[src/bpa_pkg.sv]
package bpa_pkg;

   // sequencer states
   typedef enum logic [4:0] {
      ST_INIT,
      ST_IDLE,
      ST_A_START,
      ST_T_FIND,
      ST_T_RDF,
      ST_T_SPLIT,
      ST_T_STORE,
      ST_A_CHK,
      ST_A_RDC,
      ST_A_GOTC,
      ST_F_RD,
      ST_F_CHK,
      ST_F_HI,
      ST_D_LOOP,
      ST_D_GOT,
      ST_G_TEST,
      ST_G_CHK,
      ST_G_UNL1,
      ST_G_UNL2,
      ST_G_PUSH,
      ST_RMW_RD,
      ST_RMW_WR,
      ST_DONE
   } state_type;

   // request commands
   localparam logic CMD_ALLOC = 1'b0;
   localparam logic CMD_FREE  = 1'b1;

   // response status
   localparam logic STATUS_OK  = 1'b0;
   localparam logic STATUS_OOM = 1'b1;

   // configuration register indexes
   localparam logic REG_BATCH = 1'b0;
   localparam logic REG_HIGH  = 1'b1;

   localparam logic [8:0] BATCH_RESET = 9'd63;
   localparam logic [8:0] HIGH_RESET  = 9'd378;

   // frame marks
   localparam logic [1:0] MARK_BUDDY = 2'd0;
   localparam logic [1:0] MARK_CACHE = 2'd1;
   localparam logic [1:0] MARK_USED  = 2'd2;
   localparam logic [1:0] MARK_NONE  = 2'd3;

   // field select for read-modify-write of a frame entry
   localparam logic [3:0] FLD_ORDER = 4'b0001;
   localparam logic [3:0] FLD_MARK  = 4'b0010;
   localparam logic [3:0] FLD_NEXT  = 4'b0100;
   localparam logic [3:0] FLD_PREV  = 4'b1000;

endpackage

[src/bpa_cfg.sv]
module bpa_cfg import bpa_pkg::*; #(
   parameter int CACHE_DEPTH = 512
) (
   input  logic                           clock,
   input  logic                           reset,
   input  logic                           csr_we,
   input  logic                           csr_index,
   input  logic [8:0]                     csr_data,
   output logic [$clog2(CACHE_DEPTH):0]   eff_high,
   output logic [$clog2(CACHE_DEPTH):0]   eff_batch
);

   localparam int CNW = $clog2(CACHE_DEPTH) + 1;
   localparam int HW  = (CNW > 9) ? CNW : 9;

   logic [8:0]    batch_ff, batch_in;
   logic [8:0]    high_ff, high_in;
   logic [HW-1:0] hm, bm, h, b;

   // register writes
   always_comb begin
      batch_in = batch_ff;
      high_in  = high_ff;
      if (csr_we) begin
         case (csr_index)
            REG_BATCH: batch_in = csr_data;
            REG_HIGH:  high_in  = csr_data;
            default:   ;
         endcase
      end
   end

   always_ff @(posedge clock) begin
      if (reset) begin
         batch_ff <= BATCH_RESET;
         high_ff  <= HIGH_RESET;
      end else begin
         batch_ff <= batch_in;
         high_ff  <= high_in;
      end
   end

   // clamp high to [2, depth], batch to [1, high]
   always_comb begin
      hm = HW'(high_ff);
      bm = HW'(batch_ff);
      if (hm < HW'(2)) begin
         h = HW'(2);
      end else if (hm > HW'(CACHE_DEPTH)) begin
         h = HW'(CACHE_DEPTH);
      end else begin
         h = hm;
      end
      if (bm == '0) begin
         b = HW'(1);
      end else if (bm > h) begin
         b = h;
      end else begin
         b = bm;
      end
   end

   assign eff_high  = CNW'(h);
   assign eff_batch = CNW'(b);

endmodule

[config.mk]
export PLATFORM = sky130hd
export DESIGN_NAME = bpa_cfg
export DESIGN_NICKNAME = d
export VERILOG_FILES = /design/src/bpa_pkg.sv /design/src/bpa_cfg.sv
export SDC_FILE = /design/constraint.sdc
export NUM_CORES = 1
export LEC_CHECK = 0
export ABC_AREA = 1
export BUFFER_PORTS_ARGS = -buffer_cell sky130_fd_sc_hd__clkbuf_2
export CAP_MARGIN = 30
export CORE_MARGIN = 1.5
export CORE_UTILIZATION = 55
export CTS_BUF_LIST = sky130_fd_sc_hd__clkbuf_8
export DETAILED_ROUTE_END_ITERATION = 10
export GPL_ROUTABILITY_DRIVEN = 0
export PLACE_DENSITY = 0.87
export SLEW_MARGIN = 25
export SYNTH_ARGS = -nofsm -noshare
export SYNTH_HDL_FRONTEND = slang
export SYNTH_SLANG_ARGS = --single-unit
[constraint.sdc]
create_clock -name clock -period 3.5 [get_ports clock]
set_clock_uncertainty 0.15 [all_clocks]
set_input_delay 0 -clock clock [delete_from_list [all_inputs] [get_ports clock]]
set_output_delay 0 -clock clock [all_outputs]
set_load 0.1 [all_outputs]
# == Word-level counts from Yosys, hierarchy flattened ==
# Index checks and enable logic that the tools add are counted.
# Widths: inputs -> output; s select.
# word_totals
ff_bits,18
in_bits,13
output_inout_bits,20
word_cells,13
# classes
order_cmp,3
muxes,4
bitwise_logic,1
reduce_logical,3
# ops
op,count
$mux 10,4
$gt 9x10->1,1
$gt 9x10->1 const B,1
$logic_not 9->1,1
$lt 9x2->1 const B,1
$reduce_and 2->1,2
$not 1->1,1

# == Logic depth before layout (Yosys ltp) ==
# logic_depth
ltp_word,6
ltp_mapped,13
mapped_depth_nobuf,12

# == Worst setup path after synthesis ==
# Ideal clock, no wire load.
# synth_path
path_type,register -> output
startpoint,reg high_ff[7]
endpoint,out eff_batch[1]
t_arrival_ns,3.937
required_time_ns,3.350
slack_ns,-0.587
path_stages_with_launch,10
n_path_buf,1
path_cell_list,dfxtp_1 inv_1 nand4_1 nor2_1 nor2_1 ha_1 nand4_4 buf_6 a21oi_2 nor2_1
# synth_between
elab_chain_cells,6
elab_cells_between_ends,7
classes_between,3 x order compare; 4 x mux
# synth_lines
element,line,rtl
"start, declared",bpa_cfg.sv:17,"logic [8:0] high_ff, high_in;"
"start signal, assigned",bpa_cfg.sv:39,high_ff <= high_in;
$gt 9x10->1,bpa_cfg.sv:49,end else if (hm > HW'(CACHE_DEPTH)) begin
$mux 10,bpa_cfg.sv:49,
$mux 10 (*),bpa_cfg.sv:47,if (hm < HW'(2)) begin
named net eff_high[0],bpa_cfg.sv:9,"output logic [$clog2(CACHE_DEPTH):0] eff_high,"
$gt 9x10->1 (*),bpa_cfg.sv:56,end else if (bm > h) begin
$mux 10 (*),bpa_cfg.sv:56,
$mux 10 (*),bpa_cfg.sv:54,if (bm == '0) begin
"end, declared",bpa_cfg.sv:10,output logic [$clog2(CACHE_DEPTH):0] eff_batch
# The timed path passes the listed nets; every way through them passes the cells marked *.

# == Worst setup path in the final report ==
# layout_path
startpoint,reg high_ff[5]
endpoint,out eff_batch[0]
# layout_between
elab_chain_cells,6
elab_cells_between_ends,7
classes_between,3 x order compare; 4 x mux
# layout_lines
element,line
$gt 9x10->1,bpa_cfg.sv:49
$mux 10,bpa_cfg.sv:49
$mux 10 (*),bpa_cfg.sv:47
$gt 9x10->1,bpa_cfg.sv:56
$mux 10 (*),bpa_cfg.sv:56
$mux 10 (*),bpa_cfg.sv:54
# Every way passes the cells marked *; elsewhere a longest branch is shown, timed or not.

==> key figures <==
Synthesis
  • Sequential fraction of the synthesis area: 29.2%
  • Async S/R FF share, synth: 0%
  • Combinational family with the most area after synthesis: simple AND/OR/NAND/NOR gates
  • Number of instances in the synthesized netlist: 172
  • Multiplexer share of the synthesized area: 0%
  • Area share of xor/xnor cells in the synthesized design: 0%
  • Flip-flop cell with the highest count after synthesis: sky130_fd_sc_hd__dfxtp_1
  • Post-Syn Area per Cell: 7.18 µm²
  • Count of cell types in the netlist: 25
  • Post-synth EDFFs: 0
  • Adder and majority gate portion of the synthesized area: 9.12%
  • Post-Syn Area: 1230 µm²
  • Number of synthesized register bits: 18
  • Post-synthesis simple-gate area fraction: 31.9%
  • Number of warning messages in the yosys log: 0
  • Synth Area in Compound Gates: 16.2%

CTS
  • Htree depth: 1
  • CTS clock-pin slew for the worst setup and hold paths: 0.06 ns
  • # resized after CTS: 0
  • CTS tree: done
  • Num CTS Buffers: 3
  • Maximum number of buffers from clock root to sink: 2
  • Setup bufs post-CTS: 0
  • Clk sinks: 18
  • Clock root buffer master: sky130_fd_sc_hd__clkbuf_8
  • Clock latency on the worst-skew pair: 0.25 ns

Worst hold path
  • Cell depth of the worst hold path: 3
  • Path category of the worst min-delay check: in -> reg
  • Terminating pin of the worst hold path: high_ff[0]$_SDFFE_PP0P_
  • Min-Delay Startpoint: csr_we

Critical path
  • Register-to-register setup slack: 2.60 ns
  • Start-to-end type of the worst setup path: reg -> out
  • Type of destination of the critical path: output pin
  • Launching element type of the critical path: register
  • Required time at the endpoint of the critical path: 3.35 ns
  • Cell type of the slowest stage on the worst timing path: sky130_fd_sc_hd__clkbuf_2
  • Crit-path leading delay family: simple AND/OR/NAND/NOR gates
  • Data arrival time of the critical path: 2.69 ns
  • Ordered cell list for the critical path: inv_1 > nand4_1 > nor2_1 > nor2_1 > ha_1 > inv_1 > o21bai_4 > nand3_2 > nand3_4 > nand3_1 > nand3_1 > clkbuf_2
  • Launching point of the worst reg2reg path: high_ff[4]$_SDFFE_PP1P_
  • Maximum cell stage delay along the critical path: 0.47 ns
  • Logic depth of the worst register-to-register path: 2
  • Count of buffer and inverter cells on the critical path: 3
  • Critical register-to-register path endpoint: high_ff[4]$_SDFFE_PP1P_
  • CP Max Fanout: 18

Layout
  • Leading cell types in the layout, fill and taps excluded: sky130_fd_sc_hd__nand2_1, sky130_fd_sc_hd__clkbuf_2, sky130_fd_sc_hd__inv_1
  • Most frequent standard cell in the layout excluding fill and tap cells: sky130_fd_sc_hd__nand2_1
  • Share of post-route cells with drive strength above 1: 29.4%
  • Area growth syn-to-layout: 20.8%
  • Finished layout cell area: 1490 µm²
  • Diodes inserted: 0
  • Post-layout net count: 225
  • Fill cell count: 160

Timing
  • Final Worst Setup Slack: 0.664 ns
  • Final Max Tran Viols: 0
  • Tcrit/Tclk final: 81.0%
  • Slew Limit Headroom: 58.5%
  • Worst-margin pin slew: 0.621 ns
  • Total negative slack for setup checks: 0 ns
  • RSZ-0062 raised after global routing: no
  • Final Setup Violations: 0
  • Fin crit period: 2.84 ns
  • Final hold violation count: 0
  • Highest achievable clock rate: 0.353 GHz

GRT
  • Gr ovfl total: 0
  • Wire length of the first global-routing pass: 5190 µm
  • Overall fraction of global-route tracks in use: 26.4%
  • Antenna violations before repair: 0
  • Vias in the first global route: 1139
  • Pin count of the biggest net entering global routing: 19

Placement
  • Detailed Place HPWL: 2210 µm
  • Setup slack after placement: 0.959 ns
  • Area of placed instances: 1360 µm²
  • Port Buffer Count: 30

Route
  • Iteration count of the initial detailed-routing pass: 4
  • Iteration-0 DRC Markers: 37
  • Vias per inst: 5.38
  • Number of DRC violations after detailed routing: 0
  • WL per Instance: 13.1 µm
  • Total number of vias: 1226
  • Antenna violation net count after detailed routing: 0
  • Wire length after detailed routing: 3000 µm

Floorplan
  • Number of standard-cell rows in the floorplan: 16
  • Count of boundary I/O pins: 33
  • Die Span Y: 50.4 µm
  • Die ar.: 2540 µm²
  • Placeable Area: 2040 µm²
  • Die X: 50.4 µm
  • Starting density of the core: 60.5%

Pwr
  • LEAKAGE: 0.787 nW
  • Worst IR Drop VDD: 394 µV
  • P per Cell Area: 452 nW/µm²

Status
  • Run status: complete, no violations

Flow run
  • Max-cap check violation count: 0
## worst max path at each step
stage | startpoint | depth (start not counted) | slack (ns) | endpoint
floorplan | high_ff[7]$_SDFFE_PP0P_ | 9 | 0.42 | eff_batch[1]
CTS | high_ff[8]$_SDFFE_PP1P_ | 12 | 0.68 | eff_batch[0]
finish | high_ff[5]$_SDFFE_PP1P_ | 12 | 0.66 | eff_batch[0]
detailed placement | high_ff[8]$_SDFFE_PP1P_ | 12 | 0.96 | eff_batch[0]
global placement | high_ff[5]$_SDFFE_PP1P_ | 13 | 1.03 | eff_batch[2]
global route | high_ff[4]$_SDFFE_PP1P_ | 13 | 0.46 | eff_batch[7]
## cell type report
class,count,area (µm²),share of cell area [%]
inverters,21,78.8,5.29
flip-flops and latches,18,360,24.2
multi-input cells,120,737,49.4
well taps,27,33.8,2.27
clock buffers,3,41.3,2.77
repair buffers,39,240,16.1
## tightest hold or removal path, stage by stage
cell and delay [ns]:
sky130_fd_sc_hd__clkbuf_2 0.09, sky130_fd_sc_hd__nand2_1 0.18, sky130_fd_sc_hd__a21oi_1 0.10
## metrics by stage
step / cells / power [mW] / utilization, % / hold WS (ns)
floorplan: 173 / 0.492 / - / -0.0236
global placement: 216 / 0.522 / 66.6 / 0.0816
global route: 228 / 0.701 / 73.0 / 0.0503
CTS: 228 / 0.674 / 73.0 / 0.00233
finish: 228 / 0.675 / 73.0 / 0.0101
detailed placement: 216 / 0.529 / 66.6 / 0.0869
## Yosys cell counts, types with 2 or more instances
cell type | n | area, µm²
sky130_fd_sc_hd__ha_1 | 9 | 113
sky130_fd_sc_hd__dfxtp_1 | 18 | 360
sky130_fd_sc_hd__o211ai_1 | 7 | 52.6
sky130_fd_sc_hd__nand4_1 | 2 | 12.5
sky130_fd_sc_hd__a21oi_2 | 9 | 78.8
sky130_fd_sc_hd__nor2_1 | 19 | 71.3
sky130_fd_sc_hd__nand2_2 | 2 | 12.5
sky130_fd_sc_hd__nand2_1 | 36 | 135
sky130_fd_sc_hd__a21oi_1 | 4 | 20.0
sky130_fd_sc_hd__inv_1 | 21 | 78.8
sky130_fd_sc_hd__nand3_1 | 16 | 80.1
sky130_fd_sc_hd__clkbuf_1 | 9 | 33.8
sky130_fd_sc_hd__o21ai_0 | 6 | 30.0
sky130_fd_sc_hd__nor2_4 | 2 | 22.5
sky130_fd_sc_hd__buf_4 | 2 | 15.0
## routing by layer
metal,routed length (µm),part of all wire (%),global-route usage [%]
met5,0,0,0
met4,51,1.7,9.01
met2,1520,51,45.6
met3,176,5.9,2.68
met1,1250,42,34.2
## report_power, final
group | switching, mW | total [mW] | internal (mW) | leakage, nW
Sequential | 0.0132 | 0.232 | 0.219 | 0.149
Combinational | 0.239 | 0.303 | 0.0641 | 0.617
Clock | 0.0630 | 0.139 | 0.0764 | 0.0216
## kinds of logic after synthesis
kind of cell,count (synthesis)
AOI/OAI and AO/OA,27
buffers and inverters,35
adders and majority gates,9
other,1
DFF,18
and+or+nand+nor,82
## flip-flops by register name, indices dropped and copies added, names as in the netlist
signal and flops:
high_ff 9, batch_ff 9
## repair_timing
action,CTS,global route
endpoints found under the setup margin,0,0
hold buffers,9,0
hold endpoints to repair,18,0
No activity file was read; power rests on OpenSTA's default activity.
